File: src/rtl/yuvrgb_pkg.sv
package yuvrgb_pkg;

	localparam int FRAC_BITS = 15;

	// conversion weights, scaled by 2^15
	localparam logic signed [25:0] COEF_RV = 26'sd37221;
	localparam logic signed [25:0] COEF_GU = 26'sd12975;
	localparam logic signed [25:0] COEF_GV = 26'sd18949;
	localparam logic signed [25:0] COEF_BU = 26'sd66883;

	// byte order codes
	localparam logic ORDER_YUYV = 1'b0;
	localparam logic ORDER_UYVY = 1'b1;

	typedef logic signed [7:0]  chroma_t;	// chroma with the 128 offset removed
	typedef logic signed [25:0] prod_t;
	typedef logic signed [9:0]  delta_t;	// floored chroma contribution
	typedef logic signed [10:0] sum_t;		// luma plus contribution, before clamping

	typedef struct packed {
		logic [7:0] byte0;
		logic [7:0] byte1;
		logic [7:0] byte2;
		logic [7:0] byte3;
		logic       last_in;
	} in_t;

	typedef struct packed {
		logic [7:0] red0;
		logic [7:0] green0;
		logic [7:0] blue0;
		logic [7:0] red1;
		logic [7:0] green1;
		logic [7:0] blue1;
		logic       last_out;
	} out_t;

	typedef struct packed {
		delta_t dr;
		delta_t dg;
		delta_t db;
	} delta_set_t;

	typedef struct packed {
		logic [7:0] red;
		logic [7:0] green;
		logic [7:0] blue;
	} pixel_t;

	function automatic logic [7:0] sat8(input sum_t s);
		logic [7:0] r;
		if (s < 0) begin
			r = 8'd0;
		end else if (s > 11'sd255) begin
			r = 8'd255;
		end else begin
			r = s[7:0];
		end
		return r;
	endfunction

endpackage

File: src/rtl/yuvrgb_chroma.sv
module yuvrgb_chroma (
	input  yuvrgb_pkg::chroma_t    u,
	input  yuvrgb_pkg::chroma_t    v,
	output yuvrgb_pkg::delta_set_t deltas
);

	yuvrgb_pkg::prod_t prod_rv;
	yuvrgb_pkg::prod_t prod_g;
	yuvrgb_pkg::prod_t prod_bu;
	yuvrgb_pkg::prod_t shr_rv;
	yuvrgb_pkg::prod_t shr_g;
	yuvrgb_pkg::prod_t shr_bu;

	// constant multiplies, shared by both lumas
	assign prod_rv = yuvrgb_pkg::prod_t'(v) * yuvrgb_pkg::COEF_RV;
	assign prod_g  = yuvrgb_pkg::prod_t'(u) * yuvrgb_pkg::COEF_GU
		+ yuvrgb_pkg::prod_t'(v) * yuvrgb_pkg::COEF_GV;
	assign prod_bu = yuvrgb_pkg::prod_t'(u) * yuvrgb_pkg::COEF_BU;

	// arithmetic shift floors toward minus infinity
	assign shr_rv = prod_rv >>> yuvrgb_pkg::FRAC_BITS;
	assign shr_g  = prod_g  >>> yuvrgb_pkg::FRAC_BITS;
	assign shr_bu = prod_bu >>> yuvrgb_pkg::FRAC_BITS;

	assign deltas.dr = shr_rv[9:0];
	assign deltas.dg = shr_g[9:0];
	assign deltas.db = shr_bu[9:0];

endmodule

File: src/rtl/yuvrgb_pixel.sv
module yuvrgb_pixel (
	input  logic [7:0]             y,
	input  yuvrgb_pkg::delta_set_t deltas,
	output yuvrgb_pkg::pixel_t     pixel
);

	yuvrgb_pkg::sum_t y_ext;
	yuvrgb_pkg::sum_t sum_r;
	yuvrgb_pkg::sum_t sum_g;
	yuvrgb_pkg::sum_t sum_b;

	assign y_ext = $signed({3'b000, y});
	assign sum_r = y_ext + yuvrgb_pkg::sum_t'(deltas.dr);
	assign sum_g = y_ext - yuvrgb_pkg::sum_t'(deltas.dg);
	assign sum_b = y_ext + yuvrgb_pkg::sum_t'(deltas.db);

	assign pixel.red   = yuvrgb_pkg::sat8(sum_r);
	assign pixel.green = yuvrgb_pkg::sat8(sum_g);
	assign pixel.blue  = yuvrgb_pkg::sat8(sum_b);

endmodule

File: src/rtl/yuv422_fixed_to_rgb888.sv
// packed 4:2:2 yuv to rgb888 converter
// input channel: in_valid / in_ready carry one macropixel of four bytes and a
//   last flag per transaction; output channel: out_valid / out_ready carry two
//   rgb888 pixels and the copied last flag per transaction
// cfg_wr_en / cfg_wr_data write the byte order register (0 = yuyv, 1 = uyvy),
//   taken at the edge where cfg_wr_en is high; only to be written while idle
// path: an accepted transaction sits in the input register, then moves into the
//   result register, which drives out_data
// throughput: one macropixel per cycle while out_ready is high, set by the single pass of
//   constant multiplies and clamps between the input register and the result register
// when the receiver stalls the result register holds its data, the input
//   register still takes one more transaction, and in_ready drops only once
//   both registers are full; no transaction is lost or repeated
// reset clears both valid flags and sets the byte order to yuyv; payload
//   registers are not reset
module yuv422_fixed_to_rgb888 (
	input  logic             clk,
	input  logic             arst_n,
	input  logic             in_valid,
	output logic             in_ready,
	input  yuvrgb_pkg::in_t  in_data,
	output logic             out_valid,
	input  logic             out_ready,
	output yuvrgb_pkg::out_t out_data,
	input  logic             cfg_wr_en,
	input  logic             cfg_wr_data
);

	// configuration
	logic byte_order_q;

	// stage 1: unpacked luma and offset-free chroma
	logic                valid_s1;
	logic [7:0]          y0_s1;
	logic [7:0]          y1_s1;
	yuvrgb_pkg::chroma_t u_s1;
	yuvrgb_pkg::chroma_t v_s1;
	logic                last_s1;

	// stage 2: result register
	logic             valid_s2;
	yuvrgb_pkg::out_t out_s2;

	logic adv_s1;
	logic adv_s2;

	logic [7:0] y0_in;
	logic [7:0] y1_in;
	logic [7:0] u_raw;
	logic [7:0] v_raw;

	yuvrgb_pkg::delta_set_t deltas;
	yuvrgb_pkg::pixel_t     pix0;
	yuvrgb_pkg::pixel_t     pix1;

	// result register moves when empty or drained; input register follows
	assign adv_s2   = !valid_s2 || out_ready;
	assign adv_s1   = !valid_s1 || adv_s2;
	assign in_ready = adv_s1;

	always_ff @(posedge clk or negedge arst_n) begin
		if (!arst_n) begin
			byte_order_q <= yuvrgb_pkg::ORDER_YUYV;
		end else if (cfg_wr_en) begin
			byte_order_q <= cfg_wr_data;
		end
	end

	// byte order selection at the input
	always_comb begin
		unique case (byte_order_q)
			yuvrgb_pkg::ORDER_YUYV: begin
				y0_in = in_data.byte0;
				u_raw = in_data.byte1;
				y1_in = in_data.byte2;
				v_raw = in_data.byte3;
			end
			yuvrgb_pkg::ORDER_UYVY: begin
				u_raw = in_data.byte0;
				y0_in = in_data.byte1;
				v_raw = in_data.byte2;
				y1_in = in_data.byte3;
			end
			default: begin
				y0_in = in_data.byte0;
				u_raw = in_data.byte1;
				y1_in = in_data.byte2;
				v_raw = in_data.byte3;
			end
		endcase
	end

	always_ff @(posedge clk or negedge arst_n) begin
		if (!arst_n) begin
			valid_s1 <= 1'b0;
		end else if (adv_s1) begin
			valid_s1 <= in_valid;
		end
	end

	// removing the 128 offset is just an msb flip
	always_ff @(posedge clk) begin
		if (adv_s1 && in_valid) begin
			y0_s1   <= y0_in;
			y1_s1   <= y1_in;
			u_s1    <= $signed({~u_raw[7], u_raw[6:0]});
			v_s1    <= $signed({~v_raw[7], v_raw[6:0]});
			last_s1 <= in_data.last_in;
		end
	end

	// chroma contributions are shared by both pixels
	yuvrgb_chroma u_chroma (
		.u      (u_s1),
		.v      (v_s1),
		.deltas (deltas)
	);

	yuvrgb_pixel u_pixel0 (
		.y      (y0_s1),
		.deltas (deltas),
		.pixel  (pix0)
	);

	yuvrgb_pixel u_pixel1 (
		.y      (y1_s1),
		.deltas (deltas),
		.pixel  (pix1)
	);

	always_ff @(posedge clk or negedge arst_n) begin
		if (!arst_n) begin
			valid_s2 <= 1'b0;
		end else if (adv_s2) begin
			valid_s2 <= valid_s1;
		end
	end

	always_ff @(posedge clk) begin
		if (adv_s2 && valid_s1) begin
			out_s2.red0     <= pix0.red;
			out_s2.green0   <= pix0.green;
			out_s2.blue0    <= pix0.blue;
			out_s2.red1     <= pix1.red;
			out_s2.green1   <= pix1.green;
			out_s2.blue1    <= pix1.blue;
			out_s2.last_out <= last_s1;
		end
	end

	assign out_valid = valid_s2;
	assign out_data  = out_s2;

	// input side only stalls with both registers full and the receiver stalled
	a_ready_stall: assert property (@(posedge clk) disable iff (!arst_n)
		!in_ready |-> (valid_s1 && valid_s2 && !out_ready))
		else $error("in_ready low without a full, stalled pipeline");

	// a stage 1 transaction moving on shows up as a valid result
	a_s1_to_out: assert property (@(posedge clk) disable iff (!arst_n)
		(valid_s1 && adv_s2) |=> out_valid)
		else $error("stage 1 transaction lost on the way to the output");

	// the last flag travels with its macropixel
	a_last_follows: assert property (@(posedge clk) disable iff (!arst_n)
		(valid_s1 && adv_s2) |=> (out_data.last_out == $past(last_s1)))
		else $error("last flag not carried with its transaction");

endmodule

File: config.mk
export PLATFORM = sky130hd
export DESIGN_NAME = yuv422_fixed_to_rgb888
export DESIGN_NICKNAME = d
export VERILOG_FILES = /design/src/rtl/yuvrgb_pkg.sv /design/src/rtl/yuvrgb_chroma.sv /design/src/rtl/yuvrgb_pixel.sv /design/src/rtl/yuv422_fixed_to_rgb888.sv
export SDC_FILE = /design/constraint.sdc
export NUM_CORES = 1
export LEC_CHECK = 0
export BUFFER_PORTS_ARGS = -buffer_cell sky130_fd_sc_hd__buf_2
export CAP_MARGIN = 20
export CORE_MARGIN = 2
export CORE_UTILIZATION = 35
export CTS_BUF_LIST = sky130_fd_sc_hd__clkbuf_8
export CTS_CLUSTER_DIAMETER = 80
export DETAILED_ROUTE_END_ITERATION = 10
export HOLD_SLACK_MARGIN = 0.05
export SYNTH_ARGS = -nofsm -noshare
export SYNTH_HDL_FRONTEND = slang
export SYNTH_SLANG_ARGS = --single-unit
File: constraint.sdc
create_clock -name clk -period 6.95 [get_ports clk]
set_clock_uncertainty 0.1 [all_clocks]
set_input_delay 1.39 -clock clk [delete_from_list [all_inputs] [get_ports clk]]
set_output_delay 1.39 -clock clk [all_outputs]
set_load 0.01 [all_outputs]
-- Word-level counts from Yosys, hierarchy flattened
Cells that the tools add are included.
- register bits: 85
- output and inout bits: 51
- add/sub/neg operators: 7
- multipliers: 4
- order comparisons: 12
- multiplexer cells: 10
- bitwise logic cells: 3
- reduce and logical (&&, ||, !) cells: 6
- operators by type and width (cell ; number):
    greater-than comparator 11 x 9 -> 1 bit, second input constant ; 6
    less-than comparator 11 x 1 -> 1 bit, second input constant ; 6
    one-hot mux 8 bit (2 select lines) ; 4
    2-to-1 mux 8 bit ; 6
    adder 9 x 10 -> 11 bit ; 4
    adder 23 x 24 -> 25 bit ; 1
    multiplier 8 x 17 -> 25 bit, second input constant ; 1
    multiplier 8 x 18 -> 25 bit, second input constant ; 1
    multiplier 8 x 16 -> 24 bit, second input constant ; 1
    multiplier 8 x 15 -> 23 bit, second input constant ; 1
    subtractor 9 x 10 -> 11 bit ; 2
    NOT 1 bit ; 3
    logical AND 1 bit ; 2
    logical NOT 1 bit ; 2
    logical OR 1 bit ; 2

-- Logic depth before layout (Yosys ltp)
- word-level depth: 5
- gate-level depth with buffers: 29
- depth with buffers taken out: 29

-- Hierarchy
A second synthesis with hierarchy kept.
- cell total of the unflattened synthesis: 1395
- area, all modules: 13479.2 µm²
- by module, submodules not included (module ; instances ; cells each ; area an instance (µm²) ; sequential area each (µm²)):
    yuvrgb_chroma ; 1 ; 719 ; 6650.1 ; 0.0
    yuvrgb_pixel ; 2 ; 274 ; 1855.5 ; 0.0
    yuv422_fixed_to_rgb888 ; 1 ; 128 ; 3118.0 ; 2537.4

-- Worst setup path before layout
Ideal clock, no wire load.
- kind: flip-flop to flip-flop
- start: reg u_s1[5]
- end: reg out_s2 (netlist bit out_data[40]), data pin
- setup time: 273 ps
- arrival time: 7295 ps
- data required time: 6577 ps
- path slack: -718 ps
- stages on the path, launching flop included: 28
- buffers on the path: 0
- clock period less this slack: 7668 ps
- cell sequence: edfxtp_1 inv_1 ha_1 inv_1 fa_1 ha_1 fa_1 fa_1 inv_1 fa_1 inv_1 ha_1 a211o_1 or3_1 o22ai_1 nand2b_1 nand2b_1 a221oi_1 xor2_1 ha_1 a21o_1 nor2_1 o2111ai_1 a2bb2oi_1 o21ai_1 maj3_1 a2111oi_0 a311oi_1
- cells in the longest elaborated chain, start to end: 5
- elaborated cells on any way between the ends: 6
- ends and longest elaborated chain (item ; line ; RTL):
    start, declared ; yuv422_fixed_to_rgb888.sv:36 ; yuvrgb_pkg::chroma_t u_s1;
    start signal, assigned ; yuv422_fixed_to_rgb888.sv:106 ; u_s1 <= $signed({~u_raw[7], u_raw[6:0]});
    multiplier 8 x 15 -> 23 bit (*) ; yuvrgb_chroma.sv:16 ; assign prod_g = yuvrgb_pkg::prod_t'(u) * yuvrgb_pkg::COEF_GU
    adder 23 x 24 -> 25 bit (*) ; yuvrgb_chroma.sv:17 ; + yuvrgb_pkg::prod_t'(v) * yuvrgb_pkg::COEF_GV;
    subtractor 9 x 10 -> 11 bit (*) ; yuvrgb_pixel.sv:14 ; assign sum_g = y_ext - yuvrgb_pkg::sum_t'(deltas.dg);
    greater-than comparator 11 x 9 -> 1 bit ; yuvrgb_pkg.sv:54 ; end else if (s > 11'sd255) begin
    2-to-1 mux 8 bit ; yuvrgb_pkg.sv:54 ;
    end, declared ; yuv422_fixed_to_rgb888.sv:42 ; yuvrgb_pkg::out_t out_s2;
Mark *: on every way between the ends. The rest lies on a longest branch, timed or not.
A chain may end at the register's enable or synchronous reset.

-- Worst setup path in the final report
- start: reg u_s1[4]
- end: reg out_s2 (netlist bit out_data[9]), data pin
The elaborated chain is that of the path after synthesis.

==> metrics.txt <==
outcome=finished with violations; violations in the final reports=setup timing; total number of H-tree levels=3; number of iterations in the first detailed-routing pass=5; required time worst endpoint=7020 ps; Antenna diodes=0; number of vias after detailed routing=10,520; Relative slew margins=34.07%; Min Hold Slack=335.3 ps; achievable clock frequency=137.7 MHz; number of setup violations in the final report=16; end point of the critical path=out_data[9]; DIE AREA=0.03868 mm²; FF-to-FF path depth=25; top-level I/O count=90; x dimension of the die=196.7 µm; share of flip-flops with an asynchronous set or reset after synthesis=3.529%; sequential area share after synthesis=19.53%; Warnings, synthesis=0; TritonCTS clock tree=built; Worst Setup SP=u_s1[4]; WL per Instance=16.30 µm; multiplexer share of the synthesized area=2.995%; Max Buffers Root-to-Sink=2; cell with the largest stage delay on the worst path=sky130_fd_sc_hd__fa_2; dominant combinational cell family by area after synthesis=adder cells; Fillers=3,486; Clock Root Buffer=sky130_fd_sc_hd__clkbuf_8; reg-to-reg setup timing slack=-310 ps; total wirelength of the detailed-routed design=33.74 mm; final hold violation count=0; highest cell delay on the worst timing path=630 ps; core outline area=0.03661 mm²; number of antenna violations at the first check in global routing=0; number of register bits inferred by synthesis=85; most area-consuming cells after synthesis=sky130_fd_sc_hd__ha_1, sky130_fd_sc_hd__edfxtp_1, sky130_fd_sc_hd__fa_1, sky130_fd_sc_hd__inv_1, sky130_fd_sc_hd__a21oi_1; share of the synthesized area in compound gates (AO/OA/AOI/OAI)=15.56%; final HPWL from detailed placement=27.97 mm; vias in the first global route=10,740; post-CTS clock slew at the launch and capture registers of the worst setup and hold paths=100 ps; type of element launching the critical path=register; proportion of netlist area held by the largest area contributor=24.17%; clock insertion delay at the later pin of the skew report=420 ps; global-route wire length before repair=53.79 mm; dominant delay contributor by cell family on the critical path=adder cells; fraction of layout cells with a size suffix above 1=27.40%; Tightest Pin Transition=989.0 ps; area share of xor/xnor cells in the synthesized design=3.833%; number of synthesized flops with an enable pin=82; count of unresolved DRC violations after routing=0; Clock Sink Count=85; Die Ht=196.7 µm; Routed Antenna Nets=0; number of buffers created by CTS=9; post-synth cell types=79; starting DRC count in detailed routing=617; net count of the mapped netlist=1,739; worst-case setup slack after placement=-489.0 ps; largest fanout on the critical path=5; RSZ-0062 raised after global routing=yes; global-route usage over all layers=17.70%; Avg Cell Area, Syn=9.667 µm²; post-synthesis instance area=0.01299 mm²; critical register-to-register path startpoint=u_s1[4]; count of mapped cells out of synthesis=1,344; sort of element at the end of the critical path=register; Min Clock Period, post-route=7264 ps; starting density of the core=35.49%; maximum number of pins on one net before global-route repair=50; reg2reg end=out_data[9]; fin nets=1,992; Final Max Slew Viols=0; class of the tightest hold or removal check=register to register; global route total overflow=0; number of logic stages on the critical path including buffering=25; placer's final routability congestion estimate=0.8565; CP Buf/Inv Count=4; reported max-cap violation count=0; total of buffers placed on input and output ports=89; relative area change from synthesis to final layout=24.27%; post-synthesis adder-cell area fraction=41.23%; number of cell rows=70; critical path data arrival time=7330 ps; most used flip-flop cell after synthesis=sky130_fd_sc_hd__edfxtp_1; Final WS setup=-313.8 ps; path type of the worst setup path=register to register; simple-gate share of the synthesized area=8.455%; fraction of the cycle the final worst path needs=104.5%; largest area contributor in the synthesized netlist=sky130_fd_sc_hd__ha_1; average vias per placed instance=5.080
[placed cells by master, fill, tap and decap left out, types with 26 or more instances in the layout]
cell / n
sky130_fd_sc_hd__buf_2: 89
sky130_fd_sc_hd__o21ai_0: 37
sky130_fd_sc_hd__buf_4: 168
sky130_fd_sc_hd__mux2_2: 31
sky130_fd_sc_hd__inv_1: 257
sky130_fd_sc_hd__nand2b_1: 26
sky130_fd_sc_hd__nor2_1: 43
sky130_fd_sc_hd__xnor2_1: 34
sky130_fd_sc_hd__ha_1: 231
sky130_fd_sc_hd__fa_1: 94
sky130_fd_sc_hd__edfxtp_1: 82
sky130_fd_sc_hd__a21oi_1: 72
sky130_fd_sc_hd__nand2_1: 42
[sequential cells by signal (all words and copies together) (netlist names)]
register	count
out_data	49
u_s1	8
v_s1	8
y0_s1	8
y1_s1	8
byte_order_q	1
last_s1	1
out_valid	1
valid_s1	1
[routing by layer]
metal	up-vias	track usage [%]	part of all wire (%)
met1	5074	23.62	47
li1	5211	-	-
met5	-	0	0
met3	33	2.721	3.8
met2	197	30.19	47
met4	0	4.205	1.7
[logic make-up after synthesis]
family	count (synthesis)
xor+xnor	56
compound gates	294
buf+inv	290
simple gates	217
flops	85
mux	35
fa+ha+maj	367
[cells in the mapped netlist, types with 6 or more instances]
cell type,n
sky130_fd_sc_hd__a211o_1,7
sky130_fd_sc_hd__a211oi_1,10
sky130_fd_sc_hd__a21o_1,23
sky130_fd_sc_hd__a21oi_1,83
sky130_fd_sc_hd__a221oi_1,9
sky130_fd_sc_hd__a31oi_1,6
sky130_fd_sc_hd__and2_1,10
sky130_fd_sc_hd__and3_1,8
sky130_fd_sc_hd__clkbuf_1,19
sky130_fd_sc_hd__edfxtp_1,82
sky130_fd_sc_hd__fa_1,105
sky130_fd_sc_hd__ha_1,251
sky130_fd_sc_hd__inv_1,268
sky130_fd_sc_hd__maj3_1,8
sky130_fd_sc_hd__mux2_2,31
sky130_fd_sc_hd__nand2_1,43
sky130_fd_sc_hd__nand2b_1,27
sky130_fd_sc_hd__nand3_1,20
sky130_fd_sc_hd__nor2_1,46
sky130_fd_sc_hd__nor2b_1,7
sky130_fd_sc_hd__nor3_1,22
sky130_fd_sc_hd__o2111ai_1,6
sky130_fd_sc_hd__o21a_1,7
sky130_fd_sc_hd__o21ai_0,51
sky130_fd_sc_hd__o21bai_1,6
sky130_fd_sc_hd__o221ai_1,6
sky130_fd_sc_hd__o22ai_1,8
sky130_fd_sc_hd__o31ai_1,6
sky130_fd_sc_hd__or3_1,8
sky130_fd_sc_hd__xnor2_1,37
sky130_fd_sc_hd__xor2_1,18
[metrics by stage]
stage / cell area (µm²) / util, % / std cells / TNS [ps]
after floorplan: 13160 / - / 1344 / -2810
after global placement: 15160 / 41.41 / 2019 / -4454
final: 16150 / 44.10 / 2070 / -3822
after global routing: 16150 / 44.10 / 2070 / -8258
after detailed placement: 15160 / 41.41 / 2019 / -5969
after CTS: 15540 / 42.46 / 2045 / -3433
[what timing repair did]
item,4_1_cts,5_1_grt
pin swaps,34,29
buffers inserted,10,23
setup endpoints to repair,23,48
gates resized for setup,24,78
hold buffers,0,0
cloned,0,1
[area by class of cell]
| class | instances | area (µm²) | share of cell area, % |
|---|---|---|---|
| Clock inverter | 7 | 86.33 | 0.5347 |
| Timing Repair Buffer | 264 | 1794 | 11.11 |
| Clock buffer | 9 | 123.9 | 0.7672 |
| Multi-Input combinational cell | 969 | 10010 | 62.01 |
| Sequential cell | 85 | 2537 | 15.72 |
| Tap cell | 468 | 585.6 | 3.627 |
| Inverter | 268 | 1006 | 6.231 |
[how the worst min path moves through the flow]
stage,cells after the start,to,startpoint
after floorplan,0,out_data[0],last_s1
after global placement,0,out_data[0],last_s1
after global routing,0,out_data[0],last_s1
after detailed placement,0,out_data[0],last_s1
final,0,out_data[0],last_s1
after CTS,0,out_data[0],last_s1
Power is not shown: default switching activity piles up to over one toggle a cycle in this logic, so the estimate is an artifact.
